===== src/rtl/running_leader_tracker_time_query_top_defines.svh =====
// assertion macros shared by the leader tracker rtl
// needs a clock named clk and a reset named rst in the including module
`ifndef RUNNING_LEADER_TRACKER_TIME_QUERY_TOP_DEFINES_SVH
`define RUNNING_LEADER_TRACKER_TIME_QUERY_TOP_DEFINES_SVH

// checked at every clock edge outside reset
`define RLTQ_ASSERT(label, prop, msg) \
  label: assert property (@(posedge clk) disable iff (rst) prop) else $error(msg);

// checked at every clock edge, reset included
`define RLTQ_ASSERT_ALWAYS(label, prop, msg) \
  label: assert property (@(posedge clk) prop) else $error(msg);

`endif


===== src/rtl/rltq_ram.sv =====
// generic single write port ram with one registered read port
// no dependencies
module rltq_ram #(
  parameter int WIDTH = 8,
  parameter int DEPTH = 16
) (
  input  logic                     clk,
  input  logic                     we,
  input  logic [$clog2(DEPTH)-1:0] waddr,
  input  logic [WIDTH-1:0]         wdata,
  input  logic [$clog2(DEPTH)-1:0] raddr,
  output logic [WIDTH-1:0]         rdata
);

  logic [WIDTH-1:0] mem [DEPTH];

  always_ff @(posedge clk) begin
    if (we) begin
      mem[waddr] <= wdata;
    end
    rdata <= mem[raddr];
  end

endmodule


===== config.mk =====
export PLATFORM = sky130hd
export DESIGN_NAME = rltq_ram
export DESIGN_NICKNAME = d
export VERILOG_FILES = /design/src/rtl/running_leader_tracker_time_query_top_defines.svh /design/src/rtl/rltq_ram.sv
export SDC_FILE = /design/constraint.sdc
export NUM_CORES = 1
export LEC_CHECK = 0
export BUFFER_PORTS_ARGS = -buffer_cell sky130_fd_sc_hd__buf_4
export CAP_MARGIN = 20
export CORE_AREA = 2 2 92 94
export CTS_CLUSTER_DIAMETER = 60
export DETAILED_ROUTE_END_ITERATION = 8
export DIE_AREA = 0 0 94 96
export PLACE_DENSITY = 0.92
export SYNTH_ARGS = -nofsm -noshare
export SYNTH_HDL_FRONTEND = slang
export SYNTH_SLANG_ARGS = --single-unit
export TNS_END_PERCENT = 100

===== constraint.sdc =====
create_clock -name clk -period 6 [get_ports clk]
set_clock_uncertainty 0.1 [all_clocks]
set_input_delay 1.2 -clock clk [delete_from_list [all_inputs] [get_ports clk]]
set_output_delay 1.2 -clock clk [all_outputs]
set_load 0.01 [all_outputs]

# Yosys cells after proc, flatten, opt, wreduce, memory -nomap -nowiden
# Memory sizes are Yosys's and may differ from the RTL's. A register that Yosys moved wholly into a read port is not among the register bits.
# Cells that the tools add are included.
# W data, S select, Z words.
dict set report op_classes {
  mux 2
}
# op n
set ops {}
lappend ops {{$mux W1} 2}
dict set report totals {
  register_bits 0
  ram_bits 128
  input_bits 18
  out_inout_bits 8
  elab_cells 3
  memories 1
}
# name depth word_bits rd rd_ports_with_merged_regs write_ports line_no
set mem_list {}
lappend mem_list {mem 16 8 1 1 1 rltq_ram.sv:15} ;# logic [WIDTH-1:0] mem [DEPTH];

# Logic depth before layout (Yosys ltp)
# Gate-level depths: netlist (run 1).
dict set report depth {
  ltp_word 2
  ltp_mapped 5
  ltp_nobuf 3
}

# Worst setup path before layout (run 1)
# No wires, ideal clock.
dict set report synth_path {
  path_type {input -> register}
  startpoint {input waddr[2]}
  endpoint {memory mem[0][0], enable pin}
  setup_time_ps 383
  t_arrival_ps 2310
  required_ps 5517
  slack_ps 3207
  cell_stages 2
  path_buffers 0
  cell_sequence {or3b_2 > nor3_1}
}
# element line_no
set synth_rtl {}
lappend synth_rtl {{start: declaration} rltq_ram.sv:9} ;# input logic [$clog2(DEPTH)-1:0] waddr,
lappend synth_rtl {{end: declaration} rltq_ram.sv:15}
# No word-level cell before the write port.

# Worst setup path in the final report (run 1)
dict set report layout_path {
  startpoint {input waddr[2]}
  endpoint {memory mem[0][6], enable pin}
}
# No word-level cell before the write port.

==> results.yml, run 1 <==
cts:
  clk_path_buf_depth: 2
  clock_latency_ns: 0.53
  cts_max_level: 4
  cts_root_buf: "clkbuf_8"
  post-cts-setup-buffers: 0
  clk_pin_slew_ns: 0.06
  clkSinkCount: 136
  cts_made_buffers: 17
  hold_buffers: 0
  cts_tree: "done"
  cts_resized: 0
pwr:
  pwr-share-clk_pct: 46.2
  seqPwrFrac_pct: 49.1
  p_sw_share_pct: 21.5
  combPwrFrac_pct: 4.7
  power.switching_mw: 0.467
  leakage_nw: 2.00
  p_int_mw: 1.71
  power_density_mw_per_mm2: 364
  ir_worst_vdd_v: 0.000245
outcome:
  status: "complete, no violations"
critical_path:
  reg2reg_depth: 3
  required_ns: 6.13
  reg2reg_from: "mem[3][4]"
  r2r_slack_ns: 4.47
  critPathArrivalTime_ns: 2.62
  startpoint: "waddr[2]"
  worstSetupStartpointType: "input port"
  crit_type: "input port to flip-flop"
  crit_path_end_kind: "flip-flop"
  r2r-end: "rdata[4]"
  cp_max_fo: 5
  critPathCapture: "mem[0][6]"
yosys:
  syn_avg_cell_area_um2: 22.5
  synth_area_mm2: 0.00515
  syn_inst: 229
  synth_seq_cells: 136
  yosysSeqAreaShare_pct: 77.8
  synth_top_cell_by_area: "edfxtp_1"
  ys_warn_count: 0
  synth_top_cell_area_share_pct: 74.7
  synth_cell_type_count: 19
  syn_nets: 247
  ys_top_cells_by_area: "edfxtp_1, mux4_2, mux4_1, dfxtp_1, a22oi_1"
sta:
  fin_crit_sh_pct: 41.5
  finalCriticalPeriod_ns: 2.49
  setup_viol: 0
  tns_ns: 0
  drv_slew: 0
  fmax_mhz: 402
  worst_slew_pin_slew_ns: 0.950
  finalHoldViolations: 0
  max_slew_margin_pct: 36.4
  rsz0062_at_grt: "no"
final_layout:
  n_antenna_cell: 0
  syn_to_final_growth_pct: 16.2
  multiInputGateArea_mm2: 0.00106
  fill_cells: 430
  drive_gt1_share_pct: 28.6
  seq_area_mm2: 0.00400
  final_cells: 385
  finalNetCount: 285
place:
  dp.cells: 352
  io_buffers: 25
  dp_hpwl_um: 5660
  gp_congestion: 0.740
routing:
  viasPerCell: 6.42
  antenna_left: 0
  first_pass_iters: 5
  post-route-drc-count: 0
  avgRoutedWirePerCell_um: 27.5
  totalWireLength_um: 10600
  drt_iter0_markers: 286
  vias: 2471
floorplanning:
  rows: 33
  core_area_mm2: 0.00805
  start_util_pct: 63.9
  die_y_um: 96
  ioPinCount: 26
  die_area_mm2: 0.00902
  die_x_um: 94
global_route:
  grt.overflow.total: 0
  grtUsageTotal_pct: 26.2
  grt_max_degree: 33
  antenna_found_initial: 0
  first_global_vias: 2531
  grt_pass1_wl_um: 15700
worst_hold_path:
  worstHoldPathCells: 3
  hold_class: "flip-flop to flip-flop"
run:
  maxCapViolations: 0
==> sequential cells by signal, indices dropped and copies added, names as in the netlist <==
register and cells:
rdata 8, mem 128
==> cell type report <==
type / instances / area share [%]
Clock buffer: 18 / 7.15
Clock inverter: 14 / 2.51
Multi-Input combinational cell: 83 / 17.7
Sequential cell: 136 / 66.9
Tap cell: 105 / 2.20
Timing Repair Buffer: 29 / 3.55
==> placed cells by master (no fill, tap or decap) <==
cell type	netlist	routed
a22oi_1	16	16
and2_1	1	1
and2b_1	1	1
buf_2	3	2
buf_4	1	27
bufinv_16	0	2
clkbuf_16	0	16
clkbuf_8	0	2
clkinv_2	0	2
clkinv_4	0	3
clkinvlp_4	0	6
dfxtp_1	8	8
edfxtp_1	128	128
inv_6	0	1
mux4_1	14	14
mux4_2	18	18
nand2_1	9	9
nand2b_1	2	2
nand3_1	1	1
nand3b_1	2	2
nor2_1	13	13
nor2b_1	1	1
nor3_1	4	4
or3b_2	1	1
==> critical path: stages <==
cell    delay, ns
buf_4        0.12
or3b_2       0.51
nor3_1       0.48
buf_2        0.30
==> layer usage <==
layer / GRT usage (%) / wire, um / up-vias
li1: - / - / 1053
met1: 34.4 / 3940 / 1263
met2: 41.8 / 5450 / 139
met3: 8.14 / 1000 / 16
met4: 10.6 / 183 / 0
met5: 0 / 0 / -
==> cell usage after synthesis <==
cell	number
a22oi_1	16
and2_1	1
and2b_1	1
buf_2	3
buf_4	1
buf_6	3
clkdlybuf4s25_2	3
dfxtp_1	8
edfxtp_1	128
mux4_1	14
mux4_2	18
nand2_1	9
nand2b_1	2
nand3_1	1
nand3b_1	2
nor2_1	13
nor2b_1	1
nor3_1	4
or3b_2	1
==> logic make-up (layout without fill, tap and decap cells) <==
kind of cell | count (synthesis) | count (layout) | synth area share (%)
and+or+nand+nor | 35 | 35 | 3.18
AOI/OAI and AO/OA | 16 | 16 | 2.33
buffers and inverters | 10 | 61 | 1.68
DFF | 136 | 136 | 77.8
muxes | 32 | 32 | 15.0
==> power by group through the flow <==
stage / clock network, mW / registers [mW] / logic [mW]
3_3_place_gp: 0 / 1.09 / 0.0966
5_1_grt: 1.05 / 1.07 / 0.110
6_report: 1.00 / 1.07 / 0.103
4_1_cts: 1.01 / 1.07 / 0.103
3_5_place_dp: 0 / 1.09 / 0.101
2_1_floorplan: 0 / 1.09 / 0.0539
==> per-stage QoR <==
stage	hold slack, ns	utilization, %	cell area, um^2	power, mW	worst slack, ns
2_1_floorplan	0.529	-	5150	1.14	3.21
3_3_place_gp	0.547	67.0	5400	1.18	2.87
3_5_place_dp	0.567	67.1	5400	1.19	2.71
4_1_cts	0.591	74.3	5980	2.18	3.22
5_1_grt	0.620	74.3	5980	2.23	3.49
6_report	0.594	74.3	5980	2.18	3.51
==> worst min-delay path by stage <==
stage / startpoint / end / slack, ns
after floorplan: mem[7][0] / rdata[0] / 0.53
after global placement: mem[7][0] / rdata[0] / 0.55
after detailed placement: mem[14][1] / rdata[1] / 0.57
after CTS: mem[13][1] / rdata[1] / 0.59
after global routing: mem[4][0] / rdata[0] / 0.62
final: mem[13][1] / rdata[1] / 0.59
Power figures use the tool's default switching activity.
==> run 2: changes to the inputs <==
Settings changed: CORE_AREA 2 2 92 94 to 2 2 96 98, DIE_AREA 0 0 94 96 to 0 0 98 100, PLACE_DENSITY 0.92 to 0.86.
Clock period 6 ns to 2.4 ns, I/O delays scaled along.
==> run 2 against run 1 <==
Against the previous run:
- count of clock-buffer cells in the layout rose by 1
- sequential power rose to 2.5 times the previous value
- clock power rose by 140%
- utilization fell by 5.9 points
- worst setup slack got worse by 2.7 ns
- final area rose by 1.6%
- via count fell by 0.16%
- first-iteration DRC count fell by 16%
- highest routed layer unchanged
==> results.yml, run 2 (synthesis gave the netlist of run 1 again) <==
final_layout:
  final_cell_mix: "edfxtp_1, buf_4, mux4_2"
  largest_reg_flops: 128
  layout_commonest_cell: "edfxtp_1"
  n_antenna_cell: 0
  final_cells: 405
  drive_gt1_share_pct: 31.3
  syn_to_final_growth_pct: 18.1
  reg.largest.list: "mem: 128 flops, rdata: 8 flops"
  finalNetCount: 299
  fin_util_pct: 68.4
  regMostFlops: "mem"
floorplanning:
  die_x_um: 98
  rows: 35
  ioPinCount: 26
  die_area_mm2: 0.00980
  start_util_pct: 57.9
  core_area_mm2: 0.00889
  die_y_um: 100
sta:
  finalHoldViolations: 0
  tns_ns: 0
  rsz0062_at_grt: "no"
  drv_slew: 0
  fin_crit_sh_pct: 67.1
  worst_slew_pin_slew_ns: 0.741
  fmax_mhz: 621
  finalCriticalPeriod_ns: 1.61
  max_slew_margin_pct: 50.4
  holdWs_ns: 0.175
  setup_viol: 0
routing:
  antenna_left: 0
  viasPerCell: 6.09
  first_pass_iters: 4
  drt_iter0_markers: 240
  avgRoutedWirePerCell_um: 24.5
  vias: 2467
  post-route-drc-count: 0
  totalWireLength_um: 9930
place:
  dp.cells: 373
  gp_congestion: 0.728
  dp_hpwl_um: 5760
  io_buffers: 25
pwr:
  ir_worst_vdd_v: 0.000402
  combPwrFrac_pct: 4.9
  pwr-share-clk_pct: 44.7
  power_mw: 5.30
  seqPwrFrac_pct: 50.5
  power.switching_mw: 1.14
  p_sw_share_pct: 21.6
  power_density_mw_per_mm2: 872
  p_int_mw: 4.16
  leakage_nw: 2.06
critical_path:
  crit_path_end_kind: "output port"
  crit_type: "flip-flop to output port"
  crit_slowest_cell: "dfxtp_1"
  required_ns: 1.82
  path_buf_inv: 1
  cp_max_fo: 1
  worstSetupStartpointType: "flip-flop"
  crit_chain: "buf_4"
  critPathTopFamily: "flip-flops"
  crit_path_max_incr_delay_ns: 0.37
  critPathArrivalTime_ns: 1.03
global_route:
  grt.overflow.total: 0
  grtUsageTotal_pct: 21.9
  antenna_found_initial: 0
  grt_max_degree: 33
  first_global_vias: 2606
  grt_pass1_wl_um: 15100
cts:
  clkSinkCount: 136
  cts_max_level: 4
  cts_resized: 0
  cts_tree: "done"
  post-cts-setup-buffers: 0
  hold_buffers: 0
  cts_root_buf: "clkbuf_8"
  cts_made_buffers: 17
  clk_pin_slew_ns: 0.06
  clk_path_buf_depth: 2
  clock_latency_ns: 0.51
outcome:
  status: "complete, no violations"
run:
  maxCapViolations: 0
worst_hold_path:
  hold_class: "input port to flip-flop"
[run 2: per-layer routing]
| metal | part of all wire (%) | track usage [%] |
|---|---|---|
| met5 | 0 | 0 |
| met3 | 6.9 | 5.22 |
| met1 | 39 | 27.9 |
| met2 | 52 | 36.1 |
| met4 | 2.0 | 10.4 |
[run 2: path summary, 6_finish.rpt]
kind	from	to	slack, ns	cells past startpoint
hold reg to reg	mem[14][5]	rdata[5]	0.58	3
hold / removal	wdata[5]	mem[4][5]	0.17	1
setup / recovery	rdata[4]	rdata[4]	0.79	1
setup reg to reg	mem[10][2]	rdata[2]	0.88	3
[run 2: cell type report]
cell class / instances / area [um^2]
clock inverters: 13 / 124
repair buffers: 43 / 335
flip-flops and latches: 136 / 4000
multi-input cells: 83 / 1060
well taps: 111 / 139
clock buffers: 19 / 422
fillers: 518 / 2810
[run 2: metrics by stage]
stage / cell area, um^2 / setup slack, ns
floorplan: 5150 / 0.327
global placement: 5540 / 0.398
detailed placement: 5540 / 0.396
CTS: 6080 / 0.761
global route: 6080 / 0.757
finish: 6080 / 0.789
[run 2: power groups by stage]
stage | Combinational, mW | Sequential (mW) | Clock, mW
floorplan | 0.135 | 2.72 | 0
global placement | 0.250 | 2.72 | 0
detailed placement | 0.257 | 2.72 | 0
CTS | 0.261 | 2.68 | 2.40
global route | 0.278 | 2.68 | 2.49
finish | 0.258 | 2.68 | 2.37
